==> src/rtl/gip_message_reassembler_assert.svh <==
// assertion macros for the gip message reassembler
// depends on nothing; included by the files that assert
`ifndef GIP_MESSAGE_REASSEMBLER_ASSERT_SVH
`define GIP_MESSAGE_REASSEMBLER_ASSERT_SVH
`ifndef SYNTHESIS
`define GMR_ASSERT_IMP(label, clk, rst, a, c) \
  label: assert property (@(posedge clk) disable iff (rst) (a) |-> (c)) \
    else $error("assertion failed");
`define GMR_ASSERT_NXT(label, clk, rst, a, c) \
  label: assert property (@(posedge clk) disable iff (rst) (a) |=> (c)) \
    else $error("assertion failed");
`else
`define GMR_ASSERT_IMP(label, clk, rst, a, c)
`define GMR_ASSERT_NXT(label, clk, rst, a, c)
`endif
`endif

==> src/rtl/gmr_pkg.sv <==
// types and constants shared by the gip message reassembler
// no dependencies
package gmr_pkg;
  localparam int DATA_BYTES = 1024;
  localparam logic [1:0] CMD_BYTE = 2'd0;
  localparam logic [1:0] CMD_READ = 2'd1;
  localparam logic [1:0] CMD_ACK  = 2'd2;
  localparam logic [1:0] KIND_STATUS = 2'd0;
  localparam logic [1:0] KIND_DATA   = 2'd1;
  localparam logic [1:0] KIND_ACK    = 2'd2;
  localparam logic [1:0] ST_ACCEPT = 2'd0;
  localparam logic [1:0] ST_REJECT = 2'd1;
  localparam logic [1:0] ST_SHORT  = 2'd2;
  localparam logic [7:0] F_CHUNKED  = 8'h80;
  localparam logic [7:0] F_START    = 8'h40;
  localparam logic [7:0] F_INTERNAL = 8'h20;
  localparam logic [7:0] F_ACK      = 8'h10;
  localparam logic [7:0] ACK_CMD     = 8'h01;
  localparam logic [7:0] ACK_PAYLOAD = 8'd9;
  localparam int ACK_LEN = 13;
  localparam int HDR_LEN = 6;

  // job handed from front to back
  typedef struct packed {
    logic [1:0]  op;
    logic        judge;
    logic [7:0]  len;
    logic [10:0] rd_index;
  } job_t;

  // result item
  typedef struct packed {
    logic [1:0]  kind;
    logic [1:0]  status;
    logic        complete;
    logic        ack_req;
    logic [7:0]  mtype;
    logic [7:0]  seq;
    logic [10:0] recv;
    logic [10:0] remain;
    logic [7:0]  data;
    logic        last;
  } res_t;
endpackage

==> src/rtl/gmr_back.sv <==
// back part: judges packets, keeps message state and produces result items
// depends on gmr_pkg and the assertion header
`include "gip_message_reassembler_assert.svh"
module gmr_back #(
  parameter int CHUNK_BYTES = 58,
  parameter int MAX_PACKET = 64
) (
  input  logic          clk,
  input  logic          rst,
  input  logic          job_valid,
  input  gmr_pkg::job_t job,
  input  logic [7:0]    hdr [6],
  input  logic [7:0]    rd_data,
  input  logic          room,
  output logic [10:0]   stored_len,
  output logic          res_valid,
  output gmr_pkg::res_t res,
  output logic          busy
);
  logic [7:0]  cur_type, cur_flags, cur_seq;
  logic        msg_valid, complete, chunked;
  logic [15:0] enc_total, exp_total;
  logic [10:0] stored;
  logic [3:0]  ack_idx;
  logic        acking;
  logic [7:0]  ack_pkt [13];

  // next message state from judging
  logic [7:0]  t_n, f_n, s_n;
  logic        v_n, c_n, ch_n;
  logic [15:0] e_n, x_n;
  logic [10:0] l_n;
  logic [1:0]  st;
  logic [7:0]  t, f, sq, pl, cl;
  logic [15:0] word, d0, dec;
  logic [16:0] sum;

  assign stored_len = stored;
  assign busy = acking;

  // total length decode and header fields
  always_comb begin
    t = hdr[0]; f = hdr[1]; sq = hdr[2]; pl = hdr[3];
    word = {hdr[5], hdr[4]};
    cl = (pl > 8'(CHUNK_BYTES)) ? (pl ^ gmr_pkg::F_CHUNKED) : pl;
    d0 = word - 16'h0100;
    dec = (word > 16'h0100) ? d0 - {1'b0, d0[15:8], 7'd0} : word;
  end

  // packet judgement
  always_comb begin
    t_n = cur_type; f_n = cur_flags; s_n = cur_seq;
    v_n = msg_valid; c_n = complete; ch_n = chunked;
    e_n = enc_total; x_n = exp_total; l_n = stored;
    st = gmr_pkg::ST_ACCEPT;
    sum = '0;
    if (job.len < 8'd4) begin
      st = gmr_pkg::ST_SHORT;
    end else if (job.len > 8'(MAX_PACKET)) begin
      st = gmr_pkg::ST_REJECT;
    end else if (t == gmr_pkg::ACK_CMD) begin
      if (job.len != 8'(gmr_pkg::ACK_LEN) || (f & gmr_pkg::F_INTERNAL) == 8'h00 ||
          pl != gmr_pkg::ACK_PAYLOAD) begin
        st = gmr_pkg::ST_REJECT;
      end else begin
        t_n = t; f_n = f; s_n = sq; v_n = 1'b1; c_n = 1'b1;
        ch_n = 1'b0; e_n = '0; x_n = '0; l_n = '0;
      end
    end else if ((f & gmr_pkg::F_CHUNKED) == 8'h00) begin
      if (9'(pl) + 9'd4 > 9'(job.len) || 17'(pl) > 17'(gmr_pkg::DATA_BYTES)) begin
        st = gmr_pkg::ST_REJECT;
      end else begin
        t_n = t; f_n = f; s_n = sq; v_n = 1'b1; c_n = 1'b1;
        ch_n = 1'b0; e_n = '0; x_n = '0; l_n = 11'(pl);
      end
    end else if (pl == 8'h00) begin
      if (job.len < 8'(gmr_pkg::HDR_LEN) || !msg_valid || !chunked ||
          word != enc_total || 16'(stored) != exp_total) begin
        st = gmr_pkg::ST_REJECT;
      end else begin
        f_n = f; s_n = sq; c_n = 1'b1;
      end
    end else if (9'(cl) + 9'(gmr_pkg::HDR_LEN) > 9'(job.len)) begin
      st = gmr_pkg::ST_REJECT;
    end else if ((f & gmr_pkg::F_START) != 8'h00) begin
      sum = 17'(cl);
      if (17'(dec) > 17'(gmr_pkg::DATA_BYTES) || sum > 17'(gmr_pkg::DATA_BYTES)) begin
        st = gmr_pkg::ST_REJECT;
      end else begin
        t_n = t; f_n = f; s_n = sq; v_n = 1'b1; c_n = 1'b0; ch_n = 1'b1;
        e_n = word; x_n = dec; l_n = 11'(sum);
      end
    end else begin
      sum = 17'(stored) + 17'(cl);
      if (!msg_valid || !chunked || cur_type != t ||
          sum > 17'(gmr_pkg::DATA_BYTES)) begin
        st = gmr_pkg::ST_REJECT;
      end else begin
        f_n = f; s_n = sq; c_n = 1'b0; l_n = 11'(sum);
      end
    end
    if (st == gmr_pkg::ST_REJECT) begin
      t_n = '0; f_n = '0; s_n = '0; v_n = 1'b0; c_n = 1'b0; ch_n = 1'b0;
      e_n = '0; x_n = '0; l_n = '0;
    end
  end

  // snapshot of message state for the result fields
  logic [10:0] remain;
  always_comb begin
    remain = (chunked && exp_total > 16'(stored)) ? 11'(exp_total - 16'(stored)) : '0;
    ack_pkt[0] = gmr_pkg::ACK_CMD;    ack_pkt[1] = gmr_pkg::F_INTERNAL;
    ack_pkt[2] = cur_seq;             ack_pkt[3] = gmr_pkg::ACK_PAYLOAD;
    ack_pkt[4] = 8'h00;               ack_pkt[5] = cur_type;
    ack_pkt[6] = gmr_pkg::F_INTERNAL; ack_pkt[7] = stored[7:0];
    ack_pkt[8] = {5'd0, stored[10:8]}; ack_pkt[9] = 8'h00;
    ack_pkt[10] = 8'h00;              ack_pkt[11] = remain[7:0];
    ack_pkt[12] = {5'd0, remain[10:8]};
  end

  // the read job sees registered ram data in the cycle after the request
  logic rd_pend;
  logic [10:0] rd_idx;

  // message state and result register
  always_ff @(posedge clk) begin
    if (rst) begin
      cur_type <= '0; cur_flags <= '0; cur_seq <= '0;
      msg_valid <= 1'b0; complete <= 1'b0; chunked <= 1'b0;
      enc_total <= '0; exp_total <= '0; stored <= '0;
      acking <= 1'b0; ack_idx <= '0; res_valid <= 1'b0; rd_pend <= 1'b0;
    end else begin
      res_valid <= 1'b0;
      rd_pend <= 1'b0;
      res.complete <= complete;
      res.ack_req <= msg_valid && ((cur_flags & gmr_pkg::F_ACK) != 8'h00);
      res.mtype <= cur_type; res.seq <= cur_seq;
      res.recv <= stored; res.remain <= remain;
      res.status <= gmr_pkg::ST_ACCEPT;
      res.data <= '0;
      res.last <= 1'b1;
      if (acking) begin
        // ack bytes wait while the result queue has no room
        if (room) begin
          res_valid <= 1'b1;
          res.kind <= gmr_pkg::KIND_ACK;
          res.data <= ack_pkt[ack_idx];
          res.last <= (ack_idx == 4'(gmr_pkg::ACK_LEN - 1));
          ack_idx <= ack_idx + 4'd1;
          if (ack_idx == 4'(gmr_pkg::ACK_LEN - 1)) acking <= 1'b0;
        end
      end else if (rd_pend) begin
        res_valid <= 1'b1;
        res.kind <= gmr_pkg::KIND_DATA;
        res.data <= (rd_idx < stored) ? rd_data : 8'h00;
      end else if (job_valid) begin
        unique case (job.op)
          gmr_pkg::CMD_BYTE: begin
            res_valid <= 1'b1;
            res.kind <= gmr_pkg::KIND_STATUS;
            res.status <= st;
            res.complete <= c_n;
            res.ack_req <= v_n && ((f_n & gmr_pkg::F_ACK) != 8'h00);
            res.mtype <= t_n; res.seq <= s_n; res.recv <= l_n;
            res.remain <= (ch_n && x_n > 16'(l_n)) ? 11'(x_n - 16'(l_n)) : '0;
            cur_type <= t_n; cur_flags <= f_n; cur_seq <= s_n;
            msg_valid <= v_n; complete <= c_n; chunked <= ch_n;
            enc_total <= e_n; exp_total <= x_n; stored <= l_n;
          end
          gmr_pkg::CMD_READ: begin
            rd_pend <= 1'b1;
            rd_idx <= job.rd_index;
          end
          gmr_pkg::CMD_ACK: begin
            if (msg_valid) begin
              acking <= 1'b1;
              ack_idx <= '0;
            end
          end
          default: ;
        endcase
      end
    end
  end

  `GMR_ASSERT_IMP(a_ack_idx, clk, rst, acking, ack_idx < 4'(gmr_pkg::ACK_LEN))
  `GMR_ASSERT_IMP(a_stored_bound, clk, rst, 1'b1, 17'(stored) <= 17'(gmr_pkg::DATA_BYTES))
  `GMR_ASSERT_NXT(a_read_result, clk, rst, rd_pend && !acking, res_valid)
endmodule

==> config.mk <==
export PLATFORM = sky130hd
export DESIGN_NAME = gmr_back
export DESIGN_NICKNAME = d
export VERILOG_FILES = /design/src/rtl/gmr_pkg.sv /design/src/rtl/gmr_back.sv
export VERILOG_INCLUDE_DIRS = /design/src /design/src/rtl
export SDC_FILE = /design/constraint.sdc
export NUM_CORES = 1
export LEC_CHECK = 0
export BUFFER_PORTS_ARGS = -buffer_cell sky130_fd_sc_hd__buf_2
export CORE_MARGIN = 5
export CORE_UTILIZATION = 40
export DETAILED_ROUTE_END_ITERATION = 7
export SETUP_SLACK_MARGIN = 0.5
export SYNTH_ARGS = -nofsm -noshare
export SYNTH_HDL_FRONTEND = slang
export SYNTH_SLANG_ARGS = --single-unit
==> constraint.sdc <==
create_clock -name clk -period 16.11 [get_ports clk]
set_input_delay 3.222 -clock clk [delete_from_list [all_inputs] [get_ports clk]]
set_output_delay 3.222 -clock clk [all_outputs]
set_load 0.005 [all_outputs]
==> out/results.tsv <==
metric	value	unit
run_status	completed	
cp-end-kind	flip-flop	
dp_hpwl	24120	um
met1_usage	30.43	%
ir_worst_vdd	0.00007086	V
synth.most_common_cell	nor2_1	
clkLatencyLatePin	0.42	ns
synth_top_area_share	19.88	%
power-per-cell-area	78.90	mW/mm^2
path_clk_slew	0.06	ns
r2r_slack	9.29	ns
core_area	0.02361	mm^2
clock.fmax	101.3	MHz
ys_seq_area_share	34.37	%
start_util	40.94	%
drc	0	
grt_pass1_wl	47710	um
slew_headroom	31.90	%
setup_ws	6.237	ns
met3_usage	4.691	%
setup.worst_path.start	hdr[18]	
gp_congestion	0.9389	
hp-start	exp_total[15]	
dieArea	0.02738	mm^2
worstMarginPinSlew	1.019	ns
nets	1374	
synth_area_leader_cell	edfxtp_1	
rsz0062_at_grt	no	
cts_resized	0	
cts_tree	built	
crit_fanout	19	
hold_viol	0	
slowest_delay	0.63	ns
max_cap_violations	0	
final_util	47.49	%
yosysWarningCount	0	
busiest_layer	met2	
cp_top_family	simple AND/OR/NAND/NOR gates	
wl	31620	um
reg2reg_from	stored_len[9]	
gr-usage-met2	37.10	%
dr.pass1.iters	8	
synth_fp_nets	1256	
period_minus_slack	9.873	ns
pin_count	148	
crit_required	16.34	ns
syn-cell-area	0.009668	mm^2
grt_max_degree	63	
drive_gt1_share	17.32	%
cts_hold_buffers	0	
chipWidth	165.5	um
crit_slowest_cell	or4_4	
synth.avg_cell_area	8.797	um^2
htree_levels	4	
hold_class	flip-flop to flip-flop	
grtUsageTotal	22.62	%
vias	9126	
place_ws	6.008	ns
initialDrtViolationCount	883	
cpMostUsedCell	nand2_1	
antenna_found_initial	0	
synth-async-reset-ratio	0	%
postRouteAntennaNets	0	
die-height	165.5	um
syn2layout_area_growth	15.98	%
setup_violations	0	
crit_arrival	10.11	ns
p_leak	4.448	nW
grt-ovfl-total	0	
synth_commonest_cells	nor2_1 (99), nand2_1 (77), ha_1 (72)	
synth_edf_count	64	
start_kind	input pin	
yosys-top-cells-area	edfxtp_1 (20%), dfxtp_1 (14%), ha_1 (9.3%)	
num_antenna_cells	0	
rows	56	
fillers	2353	
path_class	input pin to flip-flop	
fin_crit_sh	61.28	%
fin_tns_setup	0	ns
routedWlPerCell	20.41	um
synth_seq_cells	134	
final-max-slew-violation-count	0	
cp_num_buf_inv	3	
clock-sinks	134	
ys.flop_type	dfxtp_1	
synthCells	1099	
cts_root_buf	clkbuf_16	
finalClockSkew	0.007131	ns
postCtsSetupBuffers	0	
grt_pass1_vias	8465	
cts_buffers	17	
clock_path_buffers	2	
vias_per_cell	5.892	
portBuffers	142	
synthDistinctLibCells	87	
per-stage QoR:
step	hold slack (ns)	cell area [um^2]	instances	power (mW)
floorplan	0.4532	9668	1099	0.4557
global placement	0.4666	10630	1517	0.5003
detailed placement	0.4754	10630	1517	0.5008
CTS	0.4849	11210	1549	0.8870
global route	0.5085	11210	1549	0.9168
finish	0.4860	11210	1549	0.8848
kinds of logic after synthesis:
group                    Yosys count  share of synthesized area, %
AND/OR/NAND/NOR                  382                         20.06
flip-flops                       134                         34.37
buffers and inverters            102                         4.387
XOR/XNOR                          66                         5.979
multiplexers                      15                         1.579
AO/OA/AOI/OAI                    325                         23.68
adder cells (fa/ha/maj)           75                         9.939
final cells by class:
type                       instances  area, um^2  share of cell area (%)
clock buffer                      18       450.4                   4.017
clock inverter                    14       136.4                   1.216
inverter                          51       192.7                   1.718
multi-input combinational        863        5941                   52.98
sequential                       134        3323                   29.64
tap                              319       399.1                   3.559
timing repair buffer             150       770.7                   6.873
cells in the final DEF, fill, tap and decap left out, drive strengths merged, types with 7 or more instances in the layout:
cell type and instances:
and3 15, nor3 37, edfxtp 64, a221oi 7, a21oi 64, nor4 17
mux2i 13, a31oi 16, nand3 43, inv 57, a32o 25, o31ai 19
nand4 22, nand2 79, and2 15, nand2b 7, o21ai 72, nor2 100
or3 7, a211oi 10, dfxtp 70, nor2b 12, o21a 16, ha 72
or4 7, nor3b 8, o2bb2ai 9, a22o 11, o22ai 9, xor2 31
o21bai 8, xnor2 35, buf 150, clkbuf 18, a21o 13
flip-flops by register name, summed over array words and instances (netlist names):
| signal | count |
|---|---|
| chunked | 1 |
| enc_total | 16 |
| stored_len | 11 |
| cur_seq | 8 |
| res_valid | 1 |
| msg_valid | 1 |
| res | 53 |
| cur_type | 8 |
| cur_flags | 1 |
| busy | 1 |
| rd_pend | 1 |
| exp_total | 16 |
| rd_idx | 11 |
| ack_idx | 4 |
| complete | 1 |
final timing paths:
check,end,depth (start not counted)
worst max-delay path,res[18],30
worst min-delay path,exp_total[15],1
worst max register to register,res[18],21
worst min register to register,exp_total[15],1
per-layer routing:
| metal | up-vias | wire, um |
|---|---|---|
| met3 | 33 | 2259 |
| met1 | 4368 | 13730 |
| met2 | 331 | 15060 |
| met4 | 0 | 567 |
| met5 | - | 0 |
| li1 | 4394 | - |
power breakdown:
group	internal (mW)	total (mW)	switching (mW)
combinational	0.0483	0.130	0.0814
clock	0.226	0.390	0.164
sequential	0.363	0.365	0.00283
total	0.636	0.885	0.248
Power figures use the tool's default switching activity.
