### src/rtl/gip_message_reassembler_assert.svh
// assertion macros for the gip message reassembler
// depends on nothing; included by the files that assert
`ifndef GIP_MESSAGE_REASSEMBLER_ASSERT_SVH
`define GIP_MESSAGE_REASSEMBLER_ASSERT_SVH
`ifndef SYNTHESIS
`define GMR_ASSERT_IMP(label, clk, rst, a, c) \
  label: assert property (@(posedge clk) disable iff (rst) (a) |-> (c)) \
    else $error("assertion failed");
`define GMR_ASSERT_NXT(label, clk, rst, a, c) \
  label: assert property (@(posedge clk) disable iff (rst) (a) |=> (c)) \
    else $error("assertion failed");
`else
`define GMR_ASSERT_IMP(label, clk, rst, a, c)
`define GMR_ASSERT_NXT(label, clk, rst, a, c)
`endif
`endif

### src/rtl/gmr_pkg.sv
// types and constants shared by the gip message reassembler
// no dependencies
package gmr_pkg;
  localparam int DATA_BYTES = 1024;
  localparam logic [1:0] CMD_BYTE = 2'd0;
  localparam logic [1:0] CMD_READ = 2'd1;
  localparam logic [1:0] CMD_ACK  = 2'd2;
  localparam logic [1:0] KIND_STATUS = 2'd0;
  localparam logic [1:0] KIND_DATA   = 2'd1;
  localparam logic [1:0] KIND_ACK    = 2'd2;
  localparam logic [1:0] ST_ACCEPT = 2'd0;
  localparam logic [1:0] ST_REJECT = 2'd1;
  localparam logic [1:0] ST_SHORT  = 2'd2;
  localparam logic [7:0] F_CHUNKED  = 8'h80;
  localparam logic [7:0] F_START    = 8'h40;
  localparam logic [7:0] F_INTERNAL = 8'h20;
  localparam logic [7:0] F_ACK      = 8'h10;
  localparam logic [7:0] ACK_CMD     = 8'h01;
  localparam logic [7:0] ACK_PAYLOAD = 8'd9;
  localparam int ACK_LEN = 13;
  localparam int HDR_LEN = 6;

  // job handed from front to back
  typedef struct packed {
    logic [1:0]  op;
    logic        judge;
    logic [7:0]  len;
    logic [10:0] rd_index;
  } job_t;

  // result item
  typedef struct packed {
    logic [1:0]  kind;
    logic [1:0]  status;
    logic        complete;
    logic        ack_req;
    logic [7:0]  mtype;
    logic [7:0]  seq;
    logic [10:0] recv;
    logic [10:0] remain;
    logic [7:0]  data;
    logic        last;
  } res_t;
endpackage

### src/rtl/gmr_fifo.sv
// small result queue with an empty flag and a count
// depends on gmr_pkg
module gmr_fifo #(
  parameter int DEPTH = 4
) (
  input  logic          clk,
  input  logic          rst,
  input  logic          wr,
  input  gmr_pkg::res_t wdata,
  input  logic          rd,
  output gmr_pkg::res_t rdata,
  output logic          empty,
  output logic [$clog2(DEPTH):0] count
);
  localparam int AW = $clog2(DEPTH);
  gmr_pkg::res_t buffer [DEPTH];
  logic [AW-1:0] wptr, rptr;

  assign rdata = buffer[rptr];
  assign empty = (count == '0);

  // pointers and count
  always_ff @(posedge clk) begin
    if (rst) begin
      wptr <= '0;
      rptr <= '0;
      count <= '0;
    end else begin
      if (wr) wptr <= wptr + 1'b1;
      if (rd) rptr <= rptr + 1'b1;
      count <= count + (AW+1)'(wr) - (AW+1)'(rd);
    end
  end

  // storage
  always_ff @(posedge clk) begin
    if (wr) buffer[wptr] <= wdata;
  end
endmodule

### config.mk
export PLATFORM = sky130hd
export DESIGN_NAME = gmr_fifo
export DESIGN_NICKNAME = d
export VERILOG_FILES = /design/src/rtl/gip_message_reassembler_assert.svh /design/src/rtl/gmr_pkg.sv /design/src/rtl/gmr_fifo.sv
export SDC_FILE = /design/constraint.sdc
export NUM_CORES = 1
export LEC_CHECK = 0
export BUFFER_PORTS_ARGS = -buffer_cell sky130_fd_sc_hd__buf_2
export CAP_MARGIN = 10
export CELL_PAD_IN_SITES_DETAIL_PLACEMENT = 1
export CELL_PAD_IN_SITES_GLOBAL_PLACEMENT = 2
export CORE_MARGIN = 5
export CORE_UTILIZATION = 25
export CTS_CLUSTER_DIAMETER = 40
export DETAILED_ROUTE_END_ITERATION = 10
export PLACE_DENSITY_LB_ADDON = 0.2
export SLEW_MARGIN = 15
export SYNTH_ARGS = -nofsm -noshare
export SYNTH_HDL_FRONTEND = slang
export SYNTH_SLANG_ARGS = --single-unit
### constraint.sdc
create_clock -name clk -period 2.9 [get_ports clk]
set_input_delay 0.58 -clock clk [delete_from_list [all_inputs] [get_ports clk]]
set_output_delay 0.58 -clock clk [all_outputs]
set_load 0.1 [all_outputs]
==> results.cfg, run 1 <==
[outcome]
outcome = completed

[pwr]
ir_drop_v = 0.000620
p_int_mw = 6.52
power.switching_mw = 2.78
seq_power_share_pct = 40.1
pwr_density_cell_nw_per_um2 = 891
finalPower_mw = 9.31
p_leak_nw = 3.55
clock_power_share_pct = 42.7
switching_share_pct = 29.9
power_frac_comb_pct = 17.1

[global_routing]
grt_pass1_vias = 4383
grt_max_degree = 33
antenna_found_initial = 1
grt_pass1_wl_mm = 26.6
grt_overflow_total = 0
grt_usage_pct = 9.72

[sta]
setup_viol = 0
period_share_pct = 93.6
setup_slack_ps = 186
relSlewSlack_pct = 65.7
worst_slew_pin_slew_ps = 518
period_minus_slack_ps = 2710
setup_tns_ps = 0
finClkSkew_ps = 11.1
grt_setup_unrepaired = false
whs_ps = 289
fmaxAchievable_mhz = 369
slew_violations = 0
hold_viol = 0

[floorplan]
num_rows = 66
die_w_um = 190
initial_utilization_pct = 25.2
die_area_um2 = 36300
core_area_um2 = 32400
die_h_um = 190
io_pins = 114

[clock_network]
cts.repair.resized = 0
tritoncts = built
cts_sinks = 221
htree_levels = 2
postCtsSetupRepairBufs = 0
clkLatencyLatePin_ps = 490
clockBufferDepth = 3
cts-root-buf = clkbuf_16
cts_inserted_buffers = 36
clk_pin_slew_ps = 50
hold_buffers = 0

[logic_synthesis]
syn-num-nets = 382
synth_warnings = 0
ys_ff_latch = 221
syn_inst = 318
syn_area_um2 = 8140
syn_area_per_cell_um2 = 25.6
synth_cell_types = 21
ys_seq_area_share_pct = 80.4

[critical_path]
path_max_fanout = 21
crit_path_end_kind = primary output
rr_endpoint = buffer[2][15]
worstPathRequired_ps = 2320
r2r_cells = 4
arrival_ps = 2130
crit_path_end = rdata[14]
regToRegSetupSlack_ps = 1210
criticalPathCategory = reg -> out
r2r-start = wptr[0]
critical_path.startpoint_type = flop

[detailed_routing]
postRouteAntennaNets = 0
firstDrtPassIters = 4
wl_per_cell_um = 18.6
routed-via-count = 3722
drt_iter0_drc = 120
route.detailed.drc = 0
routed_wl_mm = 17.5
viasPerCell = 3.97

[place]
hpwl_mm = 10.8
gp_routability_congestion = 0.642
io_buffer_count = 113
dp_slack_ps = 632

[job]
cap_violations = 0

[layout]
antennaDiodeCount = 0
finish.net_count = 533
area_growth_pct = 28.2
drive_above_1_share_pct = 48.8
fin_util_pct = 32.3

[worst_hold_path]
hold_class = in -> reg
-- metrics by stage --
stage	cell area, um2	std cells
floorplan	8150	318
global placement	9300	873
detailed placement	9300	873
CTS	10400	938
global route	10400	938
finish	10400	938
-- cells by family after synthesis --
group	count (synthesis)	share of synthesized area [%]
buf+inv	18	2.00
simple gates	13	0.845
mux	54	14.9
flops	221	80.4
compound gates	2	0.184
fa+ha+maj	7	1.17
xor+xnor	3	0.507
-- cell type report --
cell class	count	area (um2)
timing repair buffer	125	718
inverter	6	22.5
clock inverter	21	174
tap	442	553
multi-input combinational	79	1450
fill	3277	21900
clock buffer	44	972
sequential	221	6550
-- registers in the layout (all words and copies together), names as in the netlist, named ones only --
signal	flops
buffer	212
count	3
rptr	2
wptr	2
-- critical path, cell delays in order, from the launching register on --
cell	delay, ps
dfxtp_4	350
buf_4	400
mux4_2	580
buf_2	310
-- power groups by stage --
stage,Sequential (mW),Combinational (mW),Clock [mW]
2_1_floorplan,3.86,1.25,0
3_3_place_gp,3.79,1.62,0
3_5_place_dp,3.80,1.63,0
4_1_cts,3.74,1.63,4.11
5_1_grt,3.74,1.67,4.26
6_report,3.73,1.60,3.98
-- cell usage in the layout, fill, tap and decap left out, types with 3 or more instances in the layout --
cell          n
nor2_1        5
clkbuf_1      5
buf_2       113
inv_1         6
clkinvlp_4    3
and2_4        4
clkinv_2      8
ha_1          6
edfxtp_1    212
mux4_2       50
dfxtp_1       7
buf_12        5
mux4_1        3
buf_4         7
inv_8         3
inv_6         4
clkbuf_16    37
-- synth_stat cells, drive strengths merged --
master	n	share of area [%]
inv	6	0.28
xor3	1	0.29
ha	6	0.92
fa	1	0.25
nand3b	1	0.092
nor2	5	0.23
mux4	53	15
xnor2	2	0.22
edfxtp	212	78
a21bo	1	0.12
nor2b	2	0.15
nor3	1	0.061
and2	4	0.31
clkbuf	1	0.046
dfxtp	9	2.2
mux2i	1	0.12
buf	11	1.7
a21oi	1	0.061
-- per-layer routing --
layer  GRT usage [%]  wire length, um  vias up
met3            3.24             1060       34
met2            16.5             8570       97
met4            3.07              385        2
met5               0               13        -
li1                -                -     1662
met1            11.8             7450     1927
-- worst min-delay path by stage --
| stage | endpoint | cells after the start | slack (ps) | from |
|---|---|---|---|---|
| finish | buffer[0][1] | 1 | 290 | wdata[1] |
| global route | buffer[2][22] | 1 | 270 | wdata[22] |
| CTS | buffer[0][6] | 1 | 260 | wdata[6] |
| detailed placement | flop | 2 | 530 | rptr[1] |
| global placement | flop | 2 | 500 | rptr[0] |
| floorplan | flop | 2 | 490 | rptr[1] |
(Power assumes the default switching activity.)
==> inputs of run 2 (changes only) <==
MAX_ROUTING_LAYER = met4   (was default)
PLACE_DENSITY_LB_ADDON = 0.1   (was 0.2)
==> results.cfg, run 2 (same netlist as run 1, synthesis figures left out) <==
[layout]
layout_commonest_cell = edfxtp_1
finish.net_count = 540
largestRegisters = buffer: 212 flops, count: 3 flops
fin_util_pct = 32.7
nFillCells = 3274
largest_reg_flops = 212
drive_above_1_share_pct = 49.3
layout_common_cells = edfxtp_1, buf_2, mux4_2
largest-register = buffer
fin_cells = 944
fin_area_um2 = 10600
area_growth_pct = 30.1

[detailed_routing]
postRouteAntennaNets = 0
routed-via-count = 3814
routed_wl_mm = 18.2
wl_per_cell_um = 19.3
route.detailed.drc = 0
firstDrtPassIters = 4
viasPerCell = 4.04
drt_iter0_drc = 237

[job]
cap_violations = 0

[global_routing]
grt_pass1_wl_mm = 27.2
antenna_found_initial = 1
grt_pass1_vias = 4389
grt_overflow_total = 0
grt_max_degree = 30
grt_usage_pct = 10.4

[clock_network]
clkLatencyLatePin_ps = 500
clockBufferDepth = 3
htree_levels = 2
cts_inserted_buffers = 37
clk_pin_slew_ps = 50
hold_buffers = 0
tritoncts = built
cts-root-buf = clkbuf_16
cts_sinks = 221

[worst_hold_path]
hold_class = in -> reg

[sta]
slew_violations = 0
setup_tns_ps = 0
whs_ps = 298
setup_slack_ps = 234
grt_setup_unrepaired = false
period_share_pct = 91.9
period_minus_slack_ps = 2670
hold_viol = 0
relSlewSlack_pct = 66.0
worst_slew_pin_slew_ps = 514
fmaxAchievable_mhz = 375
setup_viol = 0
finClkSkew_ps = 16.9

[place]
dp.cells = 871
hpwl_mm = 10.9
placed_cell_area_um2 = 9310
dp_slack_ps = 572
gp_routability_congestion = 0.655
io_buffer_count = 113

[floorplan]
die_w_um = 190
initial_utilization_pct = 25.2
die_h_um = 190
die_area_um2 = 36300
io_pins = 114
num_rows = 66
core_area_um2 = 32400

[critical_path]
path_max_fanout = 24
crit_path_end_kind = primary output
arrival_ps = 2090
worstPathRequired_ps = 2320
criticalPathCategory = reg -> out
critical_path.startpoint_type = flop

[pwr]
pwr_density_cell_nw_per_um2 = 907
finalPower_mw = 9.61
p_leak_nw = 3.61
ir_drop_v = 0.000405

[outcome]
outcome = completed
==> run 2: cell types whose count changed in the layout (fill, tap and decap cells not counted), moves of 2 or more <==
cell and delta:
buf_4 +4, bufinv_16 +4, clkinv_2 -4, clkinv_4 +3, inv_8 -3, buf_12 +2
clkbuf_1 -2, clkinv_1 +2, clkinvlp_4 +2, inv_6 -2
==> run 2: worst paths after layout <==
path	from	end	slack (ps)	depth (start not counted)
setup reg to reg	wptr[0]	buffer[0][9]	1220	4
hold reg to reg	rptr[1]	flop	540	2
hold / removal	wdata[12]	buffer[0][12]	300	1
setup / recovery	flop	rdata[31]	230	3
==> run 2: report_power, final <==
group          switching [mW]  internal (mW)  total (mW)  leakage, nW
sequential             0.0637           3.67        3.74         2.02
clock                    1.45           2.81        4.25        0.584
combinational            1.25          0.363        1.61        0.999
total                    2.76           6.85        9.61         3.61
==> run 2: area by class of cell <==
class | count | area [um2] | area share, %
diodes | 1 | 2.50 | 0.0236
flip-flops and latches | 221 | 6550 | 61.9
clock inverters | 23 | 272 | 2.56
well taps | 442 | 553 | 5.22
clock buffers | 41 | 951 | 8.98
multi-input cells | 79 | 1450 | 13.7
inverters | 6 | 22.5 | 0.213
repair buffers | 131 | 788 | 7.44
==> run 2: routing by layer <==
| layer | vias up | global-route usage, % | part of all wire (%) |
|---|---|---|---|
| met4 | 0 | 3.84 | 3.1 |
| met2 | 92 | 17.1 | 50 |
| li1 | 1675 | - | - |
| met1 | 1994 | 12.4 | 42 |
| met5 | - | - | 0 |
| met3 | 53 | 2.54 | 4.7 |
==> run 2: repair_timing <==
action,4_1_cts,5_1_grt
buffers inserted,0,8
gates resized for setup,0,0
endpoints found under the setup margin,0,5
==> run 2: critical path: stages (launching register included) <==
cell and delay, ps:
dfxtp_4 640, buf_12 270, mux4_2 240, buf_2 440
==> inputs of run 3 (changes only) <==
SETUP_SLACK_MARGIN = 0.3   (was default)
==> results.cfg, run 3 (same netlist as run 1, synthesis figures left out) <==
[floorplan]
die_area_um2 = 36300
die_h_um = 190
io_pins = 114
num_rows = 66
initial_utilization_pct = 25.2
core_area_um2 = 32400
die_w_um = 190

[critical_path]
arrival_ps = 1980
crit_chain = clkbuf_2, buf_4, mux4_2, buf_2
critical_path.startpoint_type = flop
worstPathRequired_ps = 2320
cp_slowest_cell = mux4_2
crit_path_end_kind = primary output
timing.critical_path.max_delay_family = buffers and inverters
cp_num_buf_inv = 3
path_max_fanout = 4
crit_path_max_incr_delay_ps = 510
criticalPathCategory = reg -> out

[pwr]
power.switching_mw = 2.77
switching_share_pct = 28.6
p_int_mw = 6.92
power_frac_comb_pct = 17.7
ir_drop_v = 0.000405
p_leak_nw = 3.67
seq_power_share_pct = 38.4
clock_power_share_pct = 43.9
pwr_density_cell_nw_per_um2 = 899

[place]
io_buffer_count = 113
hpwl_mm = 10.9
gp_routability_congestion = 0.655
dp_slack_ps = 572

[layout]
drive_above_1_share_pct = 49.6
finish.net_count = 543
layout_commonest_cell = edfxtp_1
largest-register = buffer
layout_common_cells = edfxtp_1, buf_2, buf_4
nFillCells = 3261
largestRegisters = buffer: 212 flops, count: 3 flops
largest_reg_flops = 212
multi_input_area_um2 = 1450
seq_area_um2 = 6550
area_growth_pct = 32.2

[clock_network]
clockBufferDepth = 3
htree_levels = 2
clkLatencyLatePin_ps = 500
clk_pin_slew_ps = 50
tritoncts = built
cts-root-buf = clkbuf_16
cts_inserted_buffers = 37
cts_sinks = 221

[detailed_routing]
drt_iter0_drc = 234
routed-via-count = 3851
wl_per_cell_um = 19.5
viasPerCell = 4.07
firstDrtPassIters = 4
postRouteAntennaNets = 0
route.detailed.drc = 0
routed_wl_mm = 18.5

[sta]
setup_tns_ps = 0
hold_viol = 0
worst_slew_pin_slew_ps = 514
period_share_pct = 88.1
slew_violations = 0
setup_slack_ps = 344
relSlewSlack_pct = 65.9
grt_setup_unrepaired = true
setup_viol = 0
finClkSkew_ps = 15.7
fmaxAchievable_mhz = 391
period_minus_slack_ps = 2560

[job]
cap_violations = 0

[global_routing]
grt_overflow_total = 0
grt_pass1_wl_mm = 27.6
grt_max_degree = 30
antenna_found_initial = 1
grt_usage_pct = 10.6
grt_pass1_vias = 4442

[outcome]
outcome = completed

[worst_hold_path]
hold_class = in -> reg
-- run 3: cell types whose count changed in the layout (fill, tap and decap cells not counted), sizes merged --
cell    delta
buf        +2
clkbuf     +1
-- run 3: what timing repair did --
| item | CTS | global route |
|---|---|---|
| hold buffers | 0 | 0 |
| setup buffers | 8 | 3 |
| setup endpoints to repair | 52 | 23 |
| pin swaps | 0 | 0 |
| resized for setup | 47 | 3 |
-- run 3: worst reg2reg max path, cell delays in order, from the launching register on --
cell     delay (ps)
dfxtp_1         400
ha_1            170
and2_4          470
buf_12          300
-- run 3: metrics by stage --
step                utilization [%]  power (mW)  hold WS [ps]  std cells  area (um2)
floorplan                         -        5.11           492        318        8150
global placement               28.8        5.42           514        871        9310
detailed placement             28.8        5.44           537        871        9310
CTS                            33.1        9.87           270        943       10700
global route                   33.3        10.1           276        947       10800
finish                         33.3        9.68           299        947       10800
-- run 3: power by group through the flow --
stage               clock network [mW]  registers (mW)  logic (mW)
detailed placement                   0            3.81        1.63
floorplan                            0            3.86        1.25
CTS                               4.40            3.73        1.73
global placement                     0            3.80        1.62
finish                            4.25            3.72        1.71
global route                      4.54            3.73        1.79
-- run 3: worst paths after layout --
kind         depth (start not counted)             to  slack (ps)      start
min                                  1  buffer[0][12]         300  wdata[12]
min reg2reg                          2           flop         540    rptr[1]
max reg2reg                          3   buffer[3][9]        1220    wptr[0]
max                                  4      rdata[24]         340       flop
-- run 3: cell type report --
| cell class | count | share of cell area [%] |
|---|---|---|
| Antenna cell | 1 | 0.0232 |
| Clock buffer | 41 | 8.83 |
| Clock inverter | 23 | 2.52 |
| Inverter | 6 | 0.209 |
| Multi-Input combinational cell | 79 | 13.5 |
| Sequential cell | 221 | 60.9 |
| Tap cell | 442 | 5.14 |
| Timing Repair Buffer | 134 | 8.96 |
-- run 3: per-layer routing --
metal | part of all wire [%] | wire, um | vias up | GRT usage [%]
met3 | 4.6 | 846 | 52 | 2.54
met4 | 3.0 | 556 | 0 | 3.84
li1 | - | - | 1686 | -
met2 | 51 | 9360 | 97 | 17.5
met1 | 42 | 7730 | 2016 | 12.6
met5 | 0 | 0 | - | -
